===== config.mk =====
export PLATFORM = sky130hd
export DESIGN_NAME = nfc_command_frame_builder
export DESIGN_NICKNAME = d
export VERILOG_FILES = /design/src/hw/rtl/nfcfb_pkg.sv /design/src/hw/rtl/nfc_command_frame_builder.sv /design/src/hw/rtl/nfcfb_framer.sv /design/src/hw/rtl/nfcfb_serializer.sv
export SDC_FILE = /design/constraint.sdc
export NUM_CORES = 1
export LEC_CHECK = 0
export ABC_AREA = 1
export BUFFER_PORTS_ARGS = -buffer_cell sky130_fd_sc_hd__buf_2
export CELL_PAD_IN_SITES_DETAIL_PLACEMENT = 0
export CELL_PAD_IN_SITES_GLOBAL_PLACEMENT = 1
export CORE_UTILIZATION = 45
export CTS_BUF_LIST = sky130_fd_sc_hd__clkbuf_8
export DETAILED_ROUTE_END_ITERATION = 10
export GPL_ROUTABILITY_DRIVEN = 0
export PLACE_DENSITY_LB_ADDON = 0.1
export SLEW_MARGIN = 20
export SYNTH_ARGS = -nofsm -noshare
export SYNTH_HDL_FRONTEND = slang
export SYNTH_SLANG_ARGS = --single-unit

===== constraint.sdc =====
create_clock -name i_clk -period 3.8 [get_ports i_clk]
set_input_delay 1.14 -clock i_clk [delete_from_list [all_inputs] [get_ports i_clk]]
set_output_delay 1.14 -clock i_clk [all_outputs]
set_load 0.005 [all_outputs]

===== src/hw/rtl/nfcfb_pkg.sv =====
// ----------------------------------------------------------------------------
// nfcfb_pkg
// Shared types and constants for the command frame builder: beat payloads,
// the per-item frame descriptor and the output sequencer steps.
// ----------------------------------------------------------------------------
package nfcfb_pkg;

    // fixed frame bytes and the payload limit
    localparam logic [7:0] LEAD_ZERO   = 8'h00;
    localparam logic [7:0] LEAD_START  = 8'hFF;
    localparam logic [7:0] POSTAMBLE   = 8'h00;
    localparam logic [7:0] ID_RESET    = 8'hD4;
    localparam logic [7:0] MAX_PAYLOAD = 8'd254;

    // input beat
    typedef struct packed {
        logic [7:0] data_byte;
        logic       first_byte;
        logic [7:0] payload_count;
    } t_in_beat;

    // output beat
    typedef struct packed {
        logic [7:0] frame_byte;
        logic       frame_end;
    } t_out_beat;

    // everything the sequencer needs to emit the bytes of one input item
    typedef struct packed {
        logic       header;     // frame opens with this byte
        logic       trailer;    // frame closes after this byte
        logic [7:0] len;
        logic [7:0] len_csum;
        logic [7:0] ident;
        logic [7:0] data;
        logic [7:0] data_csum;
    } t_frame_desc;

    // output sequencer steps
    typedef enum logic [3:0] {
        STEP_LEAD0,
        STEP_LEAD1,
        STEP_START,
        STEP_LEN,
        STEP_LCS,
        STEP_ID,
        STEP_DATA,
        STEP_DCS,
        STEP_POST
    } t_step;

endpackage


===== src/hw/rtl/nfc_command_frame_builder.sv =====
// The first output beat of an item is valid in the cycle after the item is accepted.
// Throughput: one input beat per cycle while each item yields at most one byte and the
// output is ready; an item that opens a frame emits 7 or 9 bytes, one byte per cycle while
// the output is ready, and a closing item emits 3 bytes.
// Reset: synchronous, active low; frame state clears, identifier returns to 0xD4,
// output queue empties.
// ----------------------------------------------------------------------------
// nfc_command_frame_builder
// Wraps payload bytes into host-to-controller information frames with lead-in,
// length, length checksum, identifier, data checksum and postamble.
// ----------------------------------------------------------------------------
module nfc_command_frame_builder (
    input  logic                 i_clk,
    input  logic                 i_rst_n,
    input  logic                 i_cfg_wr_en,
    input  logic [7:0]           i_cfg_wr_data,
    input  logic                 i_in_valid,
    output logic                 o_in_ready,
    input  nfcfb_pkg::t_in_beat  i_in_beat,
    output logic                 o_out_valid,
    input  logic                 i_out_ready,
    output nfcfb_pkg::t_out_beat o_out_beat
);

    nfcfb_pkg::t_frame_desc desc;
    logic                   desc_valid;
    logic                   can_load;
    logic                   accept;

    // input handshake
    assign o_in_ready = can_load;
    assign accept     = i_in_valid && can_load;

    // frame tracking
    nfcfb_framer u_framer (
        .i_clk         (i_clk),
        .i_rst_n       (i_rst_n),
        .i_cfg_wr_en   (i_cfg_wr_en),
        .i_cfg_wr_data (i_cfg_wr_data),
        .i_accept      (accept),
        .i_beat        (i_in_beat),
        .o_desc_valid  (desc_valid),
        .o_desc        (desc)
    );

    // byte output
    nfcfb_serializer u_serializer (
        .i_clk       (i_clk),
        .i_rst_n     (i_rst_n),
        .i_load      (accept && desc_valid),
        .i_desc      (desc),
        .o_can_load  (can_load),
        .o_out_valid (o_out_valid),
        .i_out_ready (i_out_ready),
        .o_out_beat  (o_out_beat)
    );

endmodule


===== src/hw/rtl/nfcfb_framer.sv =====
// ----------------------------------------------------------------------------
// nfcfb_framer
// Frame tracking: identifier register, remaining byte count and running
// checksum sum; builds the descriptor of bytes caused by one input beat.
// ----------------------------------------------------------------------------
module nfcfb_framer (
    input  logic                  i_clk,
    input  logic                  i_rst_n,
    input  logic                  i_cfg_wr_en,
    input  logic [7:0]            i_cfg_wr_data,
    input  logic                  i_accept,
    input  nfcfb_pkg::t_in_beat   i_beat,
    output logic                  o_desc_valid,
    output nfcfb_pkg::t_frame_desc o_desc
);

    logic [7:0] r_ident;
    logic [7:0] r_remaining;
    logic [7:0] r_sum;

    logic [7:0] cnt;
    logic [7:0] len;
    logic [7:0] sum0;
    logic [7:0] sum1;
    logic [7:0] rem0;
    logic [7:0] rem1;
    logic       active;
    logic       tail;

    // clamp the count and pick the starting state for this beat
    always_comb begin
        if (i_beat.payload_count == 8'd0) begin
            cnt = 8'd1;
        end else if (i_beat.payload_count > nfcfb_pkg::MAX_PAYLOAD) begin
            cnt = nfcfb_pkg::MAX_PAYLOAD;
        end else begin
            cnt = i_beat.payload_count;
        end
        len = cnt + 8'd1;
        if (i_beat.first_byte) begin
            sum0 = r_ident;
            rem0 = cnt;
        end else begin
            sum0 = r_sum;
            rem0 = r_remaining;
        end
        active = i_beat.first_byte || (r_remaining != 8'd0);
        sum1   = sum0 + i_beat.data_byte;
        rem1   = rem0 - 8'd1;
        tail   = (rem1 == 8'd0);
    end

    // descriptor of the bytes to emit
    always_comb begin
        o_desc_valid       = active;
        o_desc.header      = i_beat.first_byte;
        o_desc.trailer     = tail;
        o_desc.len         = len;
        o_desc.len_csum    = 8'd0 - len;
        o_desc.ident       = r_ident;
        o_desc.data        = i_beat.data_byte;
        o_desc.data_csum   = 8'd0 - sum1;
    end

    // identifier register
    always_ff @(posedge i_clk) begin
        if (!i_rst_n) begin
            r_ident <= nfcfb_pkg::ID_RESET;
        end else if (i_cfg_wr_en) begin
            r_ident <= i_cfg_wr_data;
        end
    end

    // frame progress
    always_ff @(posedge i_clk) begin
        if (!i_rst_n) begin
            r_remaining <= 8'd0;
            r_sum       <= 8'd0;
        end else if (i_accept && active) begin
            r_remaining <= rem1;
            r_sum       <= tail ? 8'd0 : sum1;
        end
    end

endmodule


===== src/hw/rtl/nfcfb_serializer.sv =====
// ----------------------------------------------------------------------------
// nfcfb_serializer
// Holds one frame descriptor and sends its bytes out one beat per cycle while the output is ready.
// ----------------------------------------------------------------------------
module nfcfb_serializer (
    input  logic                   i_clk,
    input  logic                   i_rst_n,
    input  logic                   i_load,
    input  nfcfb_pkg::t_frame_desc i_desc,
    output logic                   o_can_load,
    output logic                   o_out_valid,
    input  logic                   i_out_ready,
    output nfcfb_pkg::t_out_beat   o_out_beat
);

    nfcfb_pkg::t_frame_desc r_desc;
    nfcfb_pkg::t_step       r_step;
    nfcfb_pkg::t_step       n_step;
    logic                   r_busy;
    logic                   n_busy;
    logic                   last;

    // step sequencing and output byte select
    always_comb begin
        n_step = r_step;
        n_busy = r_busy;
        last   = 1'b0;
        o_out_beat.frame_end = 1'b0;
        unique case (r_step)
            nfcfb_pkg::STEP_LEAD0: begin
                o_out_beat.frame_byte = nfcfb_pkg::LEAD_ZERO;
                n_step = nfcfb_pkg::STEP_LEAD1;
            end
            nfcfb_pkg::STEP_LEAD1: begin
                o_out_beat.frame_byte = nfcfb_pkg::LEAD_ZERO;
                n_step = nfcfb_pkg::STEP_START;
            end
            nfcfb_pkg::STEP_START: begin
                o_out_beat.frame_byte = nfcfb_pkg::LEAD_START;
                n_step = nfcfb_pkg::STEP_LEN;
            end
            nfcfb_pkg::STEP_LEN: begin
                o_out_beat.frame_byte = r_desc.len;
                n_step = nfcfb_pkg::STEP_LCS;
            end
            nfcfb_pkg::STEP_LCS: begin
                o_out_beat.frame_byte = r_desc.len_csum;
                n_step = nfcfb_pkg::STEP_ID;
            end
            nfcfb_pkg::STEP_ID: begin
                o_out_beat.frame_byte = r_desc.ident;
                n_step = nfcfb_pkg::STEP_DATA;
            end
            nfcfb_pkg::STEP_DATA: begin
                o_out_beat.frame_byte = r_desc.data;
                n_step = nfcfb_pkg::STEP_DCS;
                last   = !r_desc.trailer;
            end
            nfcfb_pkg::STEP_DCS: begin
                o_out_beat.frame_byte = r_desc.data_csum;
                n_step = nfcfb_pkg::STEP_POST;
            end
            nfcfb_pkg::STEP_POST: begin
                o_out_beat.frame_byte = nfcfb_pkg::POSTAMBLE;
                o_out_beat.frame_end  = 1'b1;
                last   = 1'b1;
            end
            default: begin
                o_out_beat.frame_byte = nfcfb_pkg::POSTAMBLE;
                last   = 1'b1;
            end
        endcase

        // a new descriptor may enter when empty or when the last beat leaves
        o_can_load  = !r_busy || (i_out_ready && last);
        o_out_valid = r_busy;

        if (i_load) begin
            n_busy = 1'b1;
            n_step = i_desc.header ? nfcfb_pkg::STEP_LEAD0 : nfcfb_pkg::STEP_DATA;
        end else if (r_busy && i_out_ready && last) begin
            n_busy = 1'b0;
        end else if (!(r_busy && i_out_ready)) begin
            n_step = r_step;
        end
    end

    // control registers
    always_ff @(posedge i_clk) begin
        if (!i_rst_n) begin
            r_busy <= 1'b0;
            r_step <= nfcfb_pkg::STEP_DATA;
        end else begin
            r_busy <= n_busy;
            r_step <= n_step;
        end
    end

    // descriptor register
    always_ff @(posedge i_clk) begin
        if (i_load) begin
            r_desc <= i_desc;
        end
    end

endmodule

Yosys cells after proc, flatten, opt, wreduce, memory -nomap -nowiden
Index checks and enable logic that the tools add are counted.
{"block": "classes", "reduce_logical": 16, "addsub": 5, "eq_ne": 8, "magnitude_cmp": 1, "n_mux": 15}
{"cell": "$pmux W8 S6", "n": 1}
{"cell": "$mux W8", "n": 5}
{"cell": "$pmux W4 S8", "n": 1}
{"cell": "$eq A4 B3 Y1 const B", "n": 4}
{"cell": "$logic_not A8 Y1", "n": 2}
{"cell": "$sub A1 B8 Y8 const A", "n": 2}
{"cell": "$mux W4", "n": 3}
{"cell": "$add A8 B1 Y8 const B", "n": 1}
{"cell": "$add A8 B8 Y8", "n": 1}
{"cell": "$eq A4 B2 Y1 const B", "n": 2}
{"cell": "$gt A8 B8 Y1 const B", "n": 1}
{"cell": "$reduce_bool A8 Y1", "n": 1}
{"cell": "$sub A8 B1 Y8 const B", "n": 1}
{"cell": "$reduce_or A7 Y1", "n": 1}
{"cell": "$logic_and A1 B1 Y1", "n": 5}
{"cell": "$eq A4 B1 Y1 const B", "n": 1}
{"cell": "$eq A4 B4 Y1 const B", "n": 1}
{"cell": "$logic_not A4 Y1", "n": 1}
{"cell": "$mux W1", "n": 3}
{"cell": "$mux W3", "n": 1}
{"cell": "$reduce_bool A3 Y1", "n": 1}
{"cell": "$logic_not A1 Y1", "n": 2}
{"cell": "$logic_or A1 B1 Y1", "n": 2}
{"cell": "$pmux W1 S2", "n": 1}
{"cell": "$reduce_bool A2 Y1", "n": 1}
{"block": "word_totals", "output_inout_bits": 11, "elab_cells": 56, "register_bits": 70, "in_bits": 30}

Longest topological paths before layout
Gate-level depths: netlist of the first run.
{"block": "depth", "ltp_word": 8, "ltp_mapped": 18}

Cells and area by module
A second synthesis of the first run with hierarchy kept.
{"block": "hier_totals", "cells_unflattened": 493, "hier_area_um2": 3996.3}
{"mod": "nfcfb_framer", "area_each_um2": 2099.5, "cells_each": 326, "n_inst": 1}
{"mod": "nfcfb_serializer", "area_each_um2": 1879.3, "cells_each": 163, "n_inst": 1}
{"mod": "nfc_command_frame_builder", "area_each_um2": 17.5, "cells_each": 4, "n_inst": 1}

Worst setup path before layout of the first run
Ideal clock, no wire load.
{"block": "synth_timing", "kind": "input port to flip-flop", "startpoint": "input port i_in_beat[8] (netlist bit)", "endpoint": "register u_serializer.r_desc[7] (netlist bit) (data pin)", "setup_time_ns": 0.262, "stages": 12, "arrival_time_ns": 3.045, "slack_ns": 0.494, "path_buffers": 2, "cell_sequence": "buf_6 > clkbuf_1 > nand2_1 > nand2_1 > ha_1 > fa_1 > xor2_1 > nor3_1 > nand2_1 > nor2_1 > nand3_1 > xnor2_1"}
{"item": "from (decl)", "line": "nfc_command_frame_builder.sv:19", "source": "input nfcfb_pkg::t_in_beat i_in_beat,"}
{"item": "to (signal assigned)", "line": "nfcfb_serializer.sv:102", "source": "r_desc <= i_desc;"}
{"item": "to (decl)", "line": "nfcfb_serializer.sv:16", "source": "nfcfb_pkg::t_frame_desc r_desc;"}

==> results of run 1 <==
## state kept, by name, summed over array words and instances (netlist names)
| signal | count |
|---|---|
| u_framer.r_ident | 8 |
| u_framer.r_remaining | 8 |
| u_serializer.r_step | 4 |
| u_serializer.r_desc | 40 |
| u_framer.r_sum | 8 |
| u_serializer.o_out_valid | 1 |
## cells in the final DEF (no fill, tap or decap), drive strengths merged, types with 2 or more instances in the layout
master | synthesis | routed
a21oi | 11 | 11
nor3 | 5 | 5
clkinv | 0 | 6
inv | 52 | 52
nand2 | 147 | 147
a31oi | 3 | 3
dfxtp | 29 | 29
xnor2 | 5 | 5
xor2 | 13 | 13
nor4 | 2 | 2
buf | 4 | 43
nor2 | 47 | 47
a22o | 3 | 3
clkbuf | 4 | 9
nand3 | 23 | 23
ha | 11 | 11
a221oi | 7 | 7
o22ai | 4 | 4
or2 | 3 | 3
o21ai | 25 | 25
nand4 | 2 | 2
edfxtp | 40 | 40
## cell type report
class,count,area [um2],area share
tap,102,128,0.0306
timing repair buffer,43,223,0.0535
clock buffer,9,124,0.0297
clock inverter,7,66.3,0.0159
multi-input combinational,318,1650,0.396
inverter,52,195,0.0469
sequential,69,1780,0.428
## metrics by stage
stage | area, um2 | power (mW) | util | hold WS, ns | setup WS (ns)
3_3_place_gp | 3980 | 1.53 | 0.509 | 0.442 | 0.381
4_1_cts | 4170 | 2.12 | 0.533 | 0.459 | 0.494
3_5_place_dp | 3980 | 1.54 | 0.509 | 0.443 | 0.309
6_report | 4170 | 2.10 | 0.533 | 0.457 | 0.516
2_1_floorplan | 3660 | 1.36 | - | 0.425 | 0.494
5_1_grt | 4170 | 2.22 | 0.533 | 0.468 | 0.281
## logic make-up after synthesis
kind of cell             after synthesis
flip-flops                            69
adder cells (fa/ha/maj)               12
AND/OR/NAND/NOR                      231
AO/OA/AOI/OAI                         57
buffers and inverters                 60
XOR/XNOR                              18
## worst reg2reg max path, stage by stage (launching register included)
cell	delay (ns)
dfxtp_1	0.36
nand2_1	0.07
nand2_1	0.06
ha_1	0.21
fa_1	0.43
xor2_1	0.21
nor3_1	0.27
nand2_1	0.09
nor2_1	0.16
nand3_1	0.11
xnor2_1	0.15
## where the power goes
part,internal [mW],leakage [nW],switching [mW],total [mW]
Combinational,0.197,1.25,0.345,0.542
Sequential,0.927,0.616,0.0508,0.978
Clock,0.300,0.100,0.284,0.583
Total,1.42,1.96,0.680,2.10
## worst paths after layout
path	start	endpoint	cells after the start
max	u_serializer.r_step[2]	o_out_beat[8]	9
min	u_framer.r_sum[4]	u_framer.r_sum[4]	2
max reg2reg	u_framer.r_ident[0]	u_serializer.r_desc[7]	10
min reg2reg	u_framer.r_sum[4]	u_framer.r_sum[4]	2
## per-layer routing
metal	routed length (um)	vias up	track usage
li1	-	1565	-
met1	4220	1309	0.296
met2	3620	65	0.315
met3	264	12	0.0274
met4	153	0	0.0833
met5	0	-	0
==> results.tsv, run 1 <==
stage	metric	value	unit
grt	grt_max_degree	23	
timing	hold_violations	0	
place	place.port_buffers	40	
clocking	post_cts_buffers	0	
clocking	cts_resized	0	
power	power-per-cell-area	505	mW/mm2
synth	synth_largest_area_cell	edfxtp_1	
layout	layout-drive-gt1-share	0.167	
timing	slew_headroom	0.537	
grt	antenna_found_initial	0	
layout	fin_nets	535	
grt	grt-ovfl-total	0	
floorplanning	rows	32	
floorplanning	die-width	92.2	um
layout	stdcell_count	600	
synth	synth-seq-cells	69	
detailed_routing	dr_total_vias	2951	
critical_path	crit_chain	inv_1 > nor2_1 > inv_1 > nor2_1 > nand2_1 > nand2_1 > a221oi_1 > nand2_1 > buf_2	
clocking	numCtsBuffers	9	
detailed_routing	drcViolationCount	0	
critical_path	crit_arrival	2.14	ns
timing	rsz0062_at_grt	false	
critical_path	worstPathRequired	2.66	ns
synth	mappedNetlistArea	0.00366	mm2
power	p_leak	1.96	nW
grt	grt_pass1_wl	13400	um
critical_path	cpMostUsedCell	nand2_1	
timing	fin_crit	3.28	ns
detailed_routing	via_per_inst	4.92	
critical_path	end_kind	output pin	
floorplanning	io_pins	41	
layout	num_antenna_cells	0	
clocking	clk_pin_slew	0.08	ns
clocking	cts_max_level	3	
critical_path	cp_num_buf_inv	3	
synth	yosys-top-cells-count	nand2_1 (140), inv_1 (46), nor2_1 (43)	
synth	synth-edff-count	40	
floorplanning	die-area	0.00851	mm2
clocking	cts-root-buf	clkbuf_8	
synth	synth_warnings	0	
synth	avgSynthCellArea	8.20	um2
clocking	cts_tree	built	
clocking	cts_buffer_depth	2	
critical_path	critPathLaunchType	flip-flop	
grt	grt_pass1_vias	2753	
critical_path	critPathKind	reg2out	
synth	yosys.area_share.simple	0.263	
detailed_routing	route.detailed.wl_per_inst	13.8	um
timing	skew	0.00865	ns
critical_path	reg2reg_setup_slack	1.43	ns
synth	synth_top_area_frac	0.328	
critical_path	max_stage_delay	0.54	ns
detailed_routing	wirelength	8260	um
synth	synth_mux_area_frac	0	
layout	area_delta_synth_final	13.7	%
synth	synth_nets	489	
synth	syn_inst	447	
synth	synthArstFlopShare	0	
clocking	holdBufCountCts	0	
synth	synth_compound_area_frac	0.0984	
timing	fmax	0.305	GHz
synth	synth_top_family_by_area	simple AND/OR/NAND/NOR gates	
critical_path	cp_top_family	simple AND/OR/NAND/NOR gates	
detailed_routing	drtIter0Drc	114	
timing	setup_viol	0	
place	dpl.cell_count	584	
layout	fill_cells	768	
floorplanning	start_util	0.469	
worst_hold_path	worstHoldPathType	reg2reg	
synth	synth_area_leaders	edfxtp_1 (33%), dfxtp_1 (16%), nand2_1 (14%)	
floorplanning	fp.dieH	92.2	um
clocking	clk_latency	0.34	ns
timing	timing.final.crit_share	0.864	
timing	tns	0	ns
grt	grt_usage	0.207	
synth	ys_types	38	
synth	ys.flop_type	edfxtp_1	
synth	synth-adder-area-share	0.0430	
synth	synth_xor_area_frac	0.0430	
synth	synth.most_common_cell	nand2_1	
run	drv_cap	0	
power	vdd_drop_max	247	uV
synth	synth_seq_area_share	0.486	
place	post-dp-hpwl	6450	um
timing	drv_slew	0	
floorplanning	fp.coreArea	0.00781	mm2
detailed_routing	drt_first_pass_iters	4	
detailed_routing	antenna_left	0	
run_status	status	completed	
clocking	cts.sinks	69	
critical_path	critPathMaxFanout	9	
critical_path	critical-path-slowest-cell	nor2_1	
timing	tightest_slew	0.692	ns
(Power assumes the default switching activity.)
==> run 2, diff against run 1 <==
- ABC_AREA: 1 -> default
- SYNTH_HIERARCHICAL: default -> 1
==> results.tsv, run 2 <==
stage	metric	value	unit	change
power	p_leak	1.89	nW	-3.6%
synth	mappedNetlistArea	0.00422	mm2	+15%
grt	grt_max_degree	36		+57%
timing	slew_headroom	0.545		+0.00781
critical_path	worstPathRequired	3.90	ns	+1.24 ns
detailed_routing	drcViolationCount	0		unchanged
critical_path	crit_chain	buf_2 > mux2_2 > ha_1 > fa_1 > a21o_1 > a311o_1 > a21oi_1 > xnor2_1 > nor4_1 > xnor2_1		
synth	ys_types	70		+84%
synth	synth_compound_area_frac	0.136		+0.0375
clocking	cts.sinks	70		+1.4%
power	power-per-cell-area	471	mW/mm2	-6.7%
synth	ys.flop_type	edfxtp_1		
grt	grt_pass1_wl	16000	um	+19%
clocking	clk_pin_slew	0.09	ns	about the same
timing	fin_crit	3.44	ns	+0.158 ns
synth	synth-adder-area-share	0.0374		-0.00566
synth	synth_mux_area_frac	0.0816		+0.0816
layout	regArea	0.00181	mm2	+1.7%
critical_path	crit_arrival	3.54	ns	+1.40 ns
critical_path	max_stage_delay	0.42	ns	-0.12 ns
synth	synth_area_leaders	edfxtp_1 (29%), dfxtp_1 (14%), mux2i_1 (5.9%)		
synth	synth_seq_area_share	0.430		-0.0568
critical_path	cpMostUsedCell	xnor2_1		
detailed_routing	antenna_left	0		unchanged
clocking	cts_resized	0		unchanged
clocking	numCtsBuffers	9		unchanged
critical_path	ff2ff_path_depth	9		-1
power	finalPower	2.22	mW	+5.8%
synth	synth_warnings	6		+6
synth	synth_largest_area_cell	edfxtp_1		
grt	grt_usage	0.215		+0.00805
synth	avgSynthCellArea	10.4	um2	+26%
layout	layout-drive-gt1-share	0.223		+0.0561
synth	syn_inst	407		-8.9%
timing	skew	0.0148	ns	+0.00619 ns
synth	synth_nets	449		-8.2%
layout	num_antenna_cells	0		unchanged
clocking	cts_tree	built		
layout	area_delta_synth_final	11.9	%	
layout	fin_util	0.531		-0.00267
timing	timing.final.crit_share	0.906		+0.0417
detailed_routing	drt_first_pass_iters	4		unchanged
floorplanning	io_pins	41		unchanged
detailed_routing	drtIter0Drc	126		+11%
synth	synth_top_family_by_area	simple AND/OR/NAND/NOR gates		
clocking	cts_max_level	3		unchanged
synth	synth_top_area_frac	0.292		-0.0360
critical_path	critPathLaunchType	primary input		
place	post-dp-hpwl	7470	um	+16%
detailed_routing	route.detailed.wl_per_inst	17.9	um	+30%
layout	fill_cells	827		+7.7%
detailed_routing	via_per_inst	5.62		+14%
synth	yosys.area_share.simple	0.189		-0.0741
timing	drv_slew	0		unchanged
floorplanning	die-area	0.00976	mm2	+15%
synth	synth_xor_area_frac	0.0498		+0.00680
detailed_routing	wirelength	9940	um	+20%
clocking	holdBufCountCts	0		unchanged
clocking	clk_latency	0.35	ns	about the same
floorplanning	fp.coreArea	0.00889	mm2	+14%
timing	hold_violations	0		unchanged
power	vdd_drop_max	217	uV	-12%
synth	synth.most_common_cell	edfxtp_1		
synth	synth-edff-count	41		+2.5%
grt	antenna_found_initial	0		unchanged
layout	final_cell_mix	edfxtp_1 (41), buf_2 (40), dfxtp_1 (29), nand2_1 (28), mux2i_1 (25)		
worst_hold_path	whs_path_depth	2		unchanged
clocking	cts-root-buf	clkbuf_8		
floorplanning	start_util	0.474		+0.00516
timing	rsz0062_at_grt	false		
floorplanning	fp.dieH	98.8	um	+7.1%
clocking	cts_buffer_depth	2		unchanged
run_status	status	completed		
critical_path	critPathMaxFanout	3		-6
detailed_routing	dr_total_vias	3133		+6.2%
critical_path	critPathKind	in2reg		
synth	yosys-top-cells-count	edfxtp_1 (41), dfxtp_1 (29), nand2_1 (28)		
layout	top_register	u_serializer/r_desc		
floorplanning	die-width	98.8	um	+7.1%
timing	setup_viol	0		unchanged
worst_hold_path	worstHoldPathType	reg2reg		
timing	tightest_slew	0.682	ns	-0.0101 ns
timing	fmax	0.291	GHz	-4.6%
layout	layout_commonest_cell	edfxtp_1		
run	drv_cap	0		unchanged
grt	grt-ovfl-total	0		unchanged
critical_path	end_kind	flip-flop		
clocking	post_cts_buffers	0		unchanged
place	place.port_buffers	40		unchanged
layout	largest_reg_flops	41		+2.5%
synth	synthArstFlopShare	0		unchanged
floorplanning	rows	34		+6.3%
synth	synth-seq-cells	70		+1.4%
grt	grt_pass1_vias	3009		+9.3%
layout	fin_nets	486		-9.2%
layout	multiInputGateArea	0.00208	mm2	+26%
critical_path	critical-path-slowest-cell	fa_1		
run 2: cell types whose count changed in the layout (fill, tap and decap cells not counted), moves of 9 or more:
cell,previous run,this run
nor2_1,42,23
buf_4,3,20
xnor2_1,5,15
inv_1,46,19
nand2_1,140,28
mux2i_1,0,25
o21ai_0,15,6
run 2: layout make-up:
type                    count  area share
multi-input cells         282       0.442
repair buffers             62      0.0827
well taps                 108      0.0286
flip-flops and latches     70       0.384
inverters                  19      0.0151
clock buffers               9      0.0262
clock inverters             7      0.0217
run 2: worst paths after layout:
check	end	from	slack, ns
setup / recovery	u_serializer/r_desc[7]	i_in_beat[8]	0.36
hold / removal	u_framer/r_sum[5]	u_framer/r_sum[5]	0.47
setup reg to reg	u_serializer/r_desc[7]	u_framer/r_ident[0]	1.00
hold reg to reg	u_framer/r_sum[5]	u_framer/r_sum[5]	0.47
run 2: routing by layer:
metal  GRT usage  vias to the layer above  wire, um
li1            -                     1557         -
met1       0.307                     1490      4850
met2       0.343                       79      4620
met3      0.0355                        7       381
met4      0.0494                        0        92
met5           0                        -         0
run 2: cell families after synthesis:
kind of cell,count (synthesis)
simple gates,136
compound gates,77
flops,70
buf+inv,55
mux,33
xor+xnor,24
fa+ha+maj,12
run 2: power breakdown:
group / total [mW] / internal [mW] / switching [mW] / leakage, nW
sequential: 0.971 / 0.913 / 0.0575 / 0.629
clock: 0.694 / 0.379 / 0.315 / 0.111
combinational: 0.559 / 0.258 / 0.301 / 1.15
total: 2.22 / 1.55 / 0.673 / 1.89
run 2: worst max-delay path: cells and delay by family:
kind                       cells  cell delay [ns]
xor gates and xnor gates       2             0.23
adders and majority gates      2             0.64
AOI/OAI and AO/OA              3             0.72
and+or+nand+nor                1             0.34
muxes                          1             0.35
buffers and inverters          1             0.13
run 2: stage by stage:
stage	setup WS (ns)	area (um2)	hold WS, ns	cells	TNS (ns)
final	0.358	4720	0.469	557	0
after global routing	0.188	4720	0.482	557	0
after CTS	0.391	4720	0.471	557	0
after detailed placement	0.0268	4490	0.461	541	0
after global placement	0.0946	4490	0.450	541	0
after floorplan	-0.136	4240	0.424	407	-0.136
==> run 3, diff against run 2 <==
- REMOVE_ABC_BUFFERS: default -> 1
==> results.tsv, run 3 (synthesized netlist as in run 2, its figures left out) <==
stage	metric	value	unit	change
floorplanning	fp.dieH	98.8	um	unchanged
layout	top_register	u_serializer/r_desc		
clocking	numCtsBuffers	9		unchanged
clocking	clk_latency	0.35	ns	about the same
grt	antenna_found_initial	0		unchanged
layout	layout-drive-gt1-share	0.230		+0.00686
layout	layout_commonest_cell	edfxtp_1		
critical_path	cp_num_buf_inv	2		+1
run	drv_cap	0		unchanged
floorplanning	fp.coreArea	0.00889	mm2	unchanged
power	p_leak	1.89	nW	about the same
critical_path	max_stage_delay	0.31	ns	-0.11 ns
critical_path	cpMostUsedCell	nand3_1		
power	vdd_drop_max	235	uV	+8.3%
critical_path	critPathMaxFanout	10		+7
layout	fin_util	0.530		-0.000985
worst_hold_path	whs_path_depth	2		unchanged
grt	grt_pass1_vias	3083		+2.5%
clocking	holdBufCountCts	0		unchanged
clocking	cts_max_level	3		unchanged
place	dpl.cell_count	545		+0.74%
critical_path	critical-path-slowest-cell	or3_1		
detailed_routing	drcViolationCount	0		unchanged
clocking	cts.sinks	70		unchanged
detailed_routing	wirelength	9870	um	-0.71%
place	post-dp-hpwl	7330	um	-1.8%
grt	grt_pass1_wl	16400	um	+2.8%
timing	tightest_slew	0.773	ns	+0.0911 ns
layout	final_cell_mix	edfxtp_1 (41), buf_2 (40), dfxtp_1 (29), nand2_1 (28), mux2i_1 (25)		
floorplanning	die-width	98.8	um	unchanged
critical_path	crit_chain	buf_2 > and4_1 > a41o_1 > and2_1 > inv_1 > ha_1 > nand3_1 > xnor2_1 > or3_1 > nor3_1 > nand3_1 > xor2_1		
detailed_routing	drt_first_pass_iters	5		+1
timing	rsz0062_at_grt	false		
timing	fmax	0.298	GHz	+2.6%
clocking	cts_tree	built		
floorplanning	io_pins	41		unchanged
critical_path	r2r_start	u_framer/r_ident[0]		
critical_path	cp_top_family	simple AND/OR/NAND/NOR gates		
timing	tns	0	ns	unchanged
floorplanning	rows	34		unchanged
worst_hold_path	hold_start	u_framer/r_sum[1]		
timing	timing.final.crit_share	0.883		-0.0228
timing	setup_viol	0		unchanged
timing	holdWs	0.472	ns	+0.00311 ns
place	place.port_buffers	40		unchanged
floorplanning	start_util	0.474		unchanged
worst_hold_path	worstHoldEndpoint	u_framer/r_sum[1]		
layout	stdcell_count	561		+0.72%
timing	fin_crit	3.36	ns	-0.0867 ns
detailed_routing	antenna_left	0		unchanged
timing	slew_headroom	0.484		-0.0608
clocking	cts-root-buf	clkbuf_8		
timing	drv_slew	0		unchanged
layout	area_delta_synth_final	11.7	%	
critical_path	end_kind	flip-flop		
critical_path	crit_arrival	3.45	ns	-0.09 ns
grt	grt_usage	0.218		+0.00343
layout	largest_reg_flops	41		unchanged
floorplanning	die-area	0.00976	mm2	unchanged
detailed_routing	drtIter0Drc	163		+29%
critical_path	reg2reg_setup_slack	1.10	ns	+0.10 ns
clocking	clk_pin_slew	0.08	ns	about the same
layout	num_antenna_cells	0		unchanged
run_status	status	completed		
critical_path	critPathKind	in2reg		
clocking	cts_buffer_depth	2		unchanged
layout	fin_nets	490		+0.82%
layout	fill_cells	825		-0.24%
detailed_routing	route.detailed.wl_per_inst	17.6	um	-1.4%
place	dpl_cell_area	0.00452	mm2	+0.67%
detailed_routing	dr_total_vias	3178		+1.4%
critical_path	reg2reg_to	u_serializer/r_desc[7]		
detailed_routing	via_per_inst	5.66		+0.71%
grt	grt-ovfl-total	0		unchanged
timing	hold_violations	0		unchanged
timing	skew	0.0127	ns	-0.00213 ns
critical_path	worstPathRequired	3.89	ns	about the same
power	power-per-cell-area	446	mW/mm2	-5.4%
worst_hold_path	worstHoldPathType	reg2reg		
clocking	post_cts_buffers	0		unchanged
critical_path	critPathLaunchType	primary input		
critical_path	ff2ff_path_depth	9		unchanged
clocking	cts_resized	0		unchanged
layout	final_area	0.00471	mm2	-0.19%
grt	grt_max_degree	42		+17%
-- run 3: changes by cell type in the layout (fill, tap and decap cells not counted), sizes merged --
cell / previous run / this run
clkinv: 0 / 1
clkinvlp: 1 / 2
buf: 62 / 66
bufinv: 2 / 0
-- run 3: worst register-to-register path, delay by kind of cell (launching register included) --
| kind | cells | cell delay [ns] |
|---|---|---|
| XOR/XNOR | 2 | 0.20 |
| AO/OA/AOI/OAI | 3 | 0.74 |
| flip-flops | 1 | 0.34 |
| adder cells (fa/ha/maj) | 2 | 0.61 |
| multiplexers | 1 | 0.27 |
| AND/OR/NAND/NOR | 1 | 0.31 |
-- run 3: stage by stage --
step | power, mW | setup slack, ns
global placement | 1.53 | 0.108
global route | 2.22 | 0.210
CTS | 2.12 | 0.449
finish | 2.10 | 0.444
floorplan | 1.32 | -0.0243
detailed placement | 1.54 | 0.0820
-- run 3: how the worst max path moves through the flow --
stage,from,end,slack (ns),cells past startpoint
after global routing,i_in_beat[5],u_serializer/r_desc[31],0.21,12
final,i_in_beat[5],u_serializer/r_desc[31],0.44,12
after global placement,i_in_beat[8],u_serializer/r_desc[7],0.11,10
after CTS,i_in_beat[5],u_serializer/r_desc[31],0.45,12
after detailed placement,i_in_beat[8],u_serializer/r_desc[7],0.08,10
after floorplan,i_in_beat[7],u_serializer/r_step[2],-0.02,9
-- run 3: power by group --
group | total (mW) | internal [mW] | switching (mW)
combinational | 0.548 | 0.259 | 0.289
sequential | 0.973 | 0.913 | 0.0604
clock | 0.578 | 0.252 | 0.327
-- run 3: cell type report --
| cell class | instances | area, um2 | area share |
|---|---|---|---|
| Clock inverter | 7 | 63.8 | 0.0135 |
| Timing Repair Buffer | 66 | 420 | 0.0892 |
| Sequential cell | 70 | 1810 | 0.385 |
| Tap cell | 108 | 135 | 0.0287 |
| Clock buffer | 9 | 124 | 0.0263 |
| Multi-Input combinational cell | 282 | 2080 | 0.442 |
| Inverter | 19 | 71.3 | 0.0151 |
-- run 3: routing by layer --
metal	vias to the layer above	GRT usage	part of all wire
li1	1571	-	-
met1	1524	0.325	0.50
met2	71	0.335	0.45
met3	12	0.0262	0.043
met4	0	0.0597	0.012
met5	-	0	0
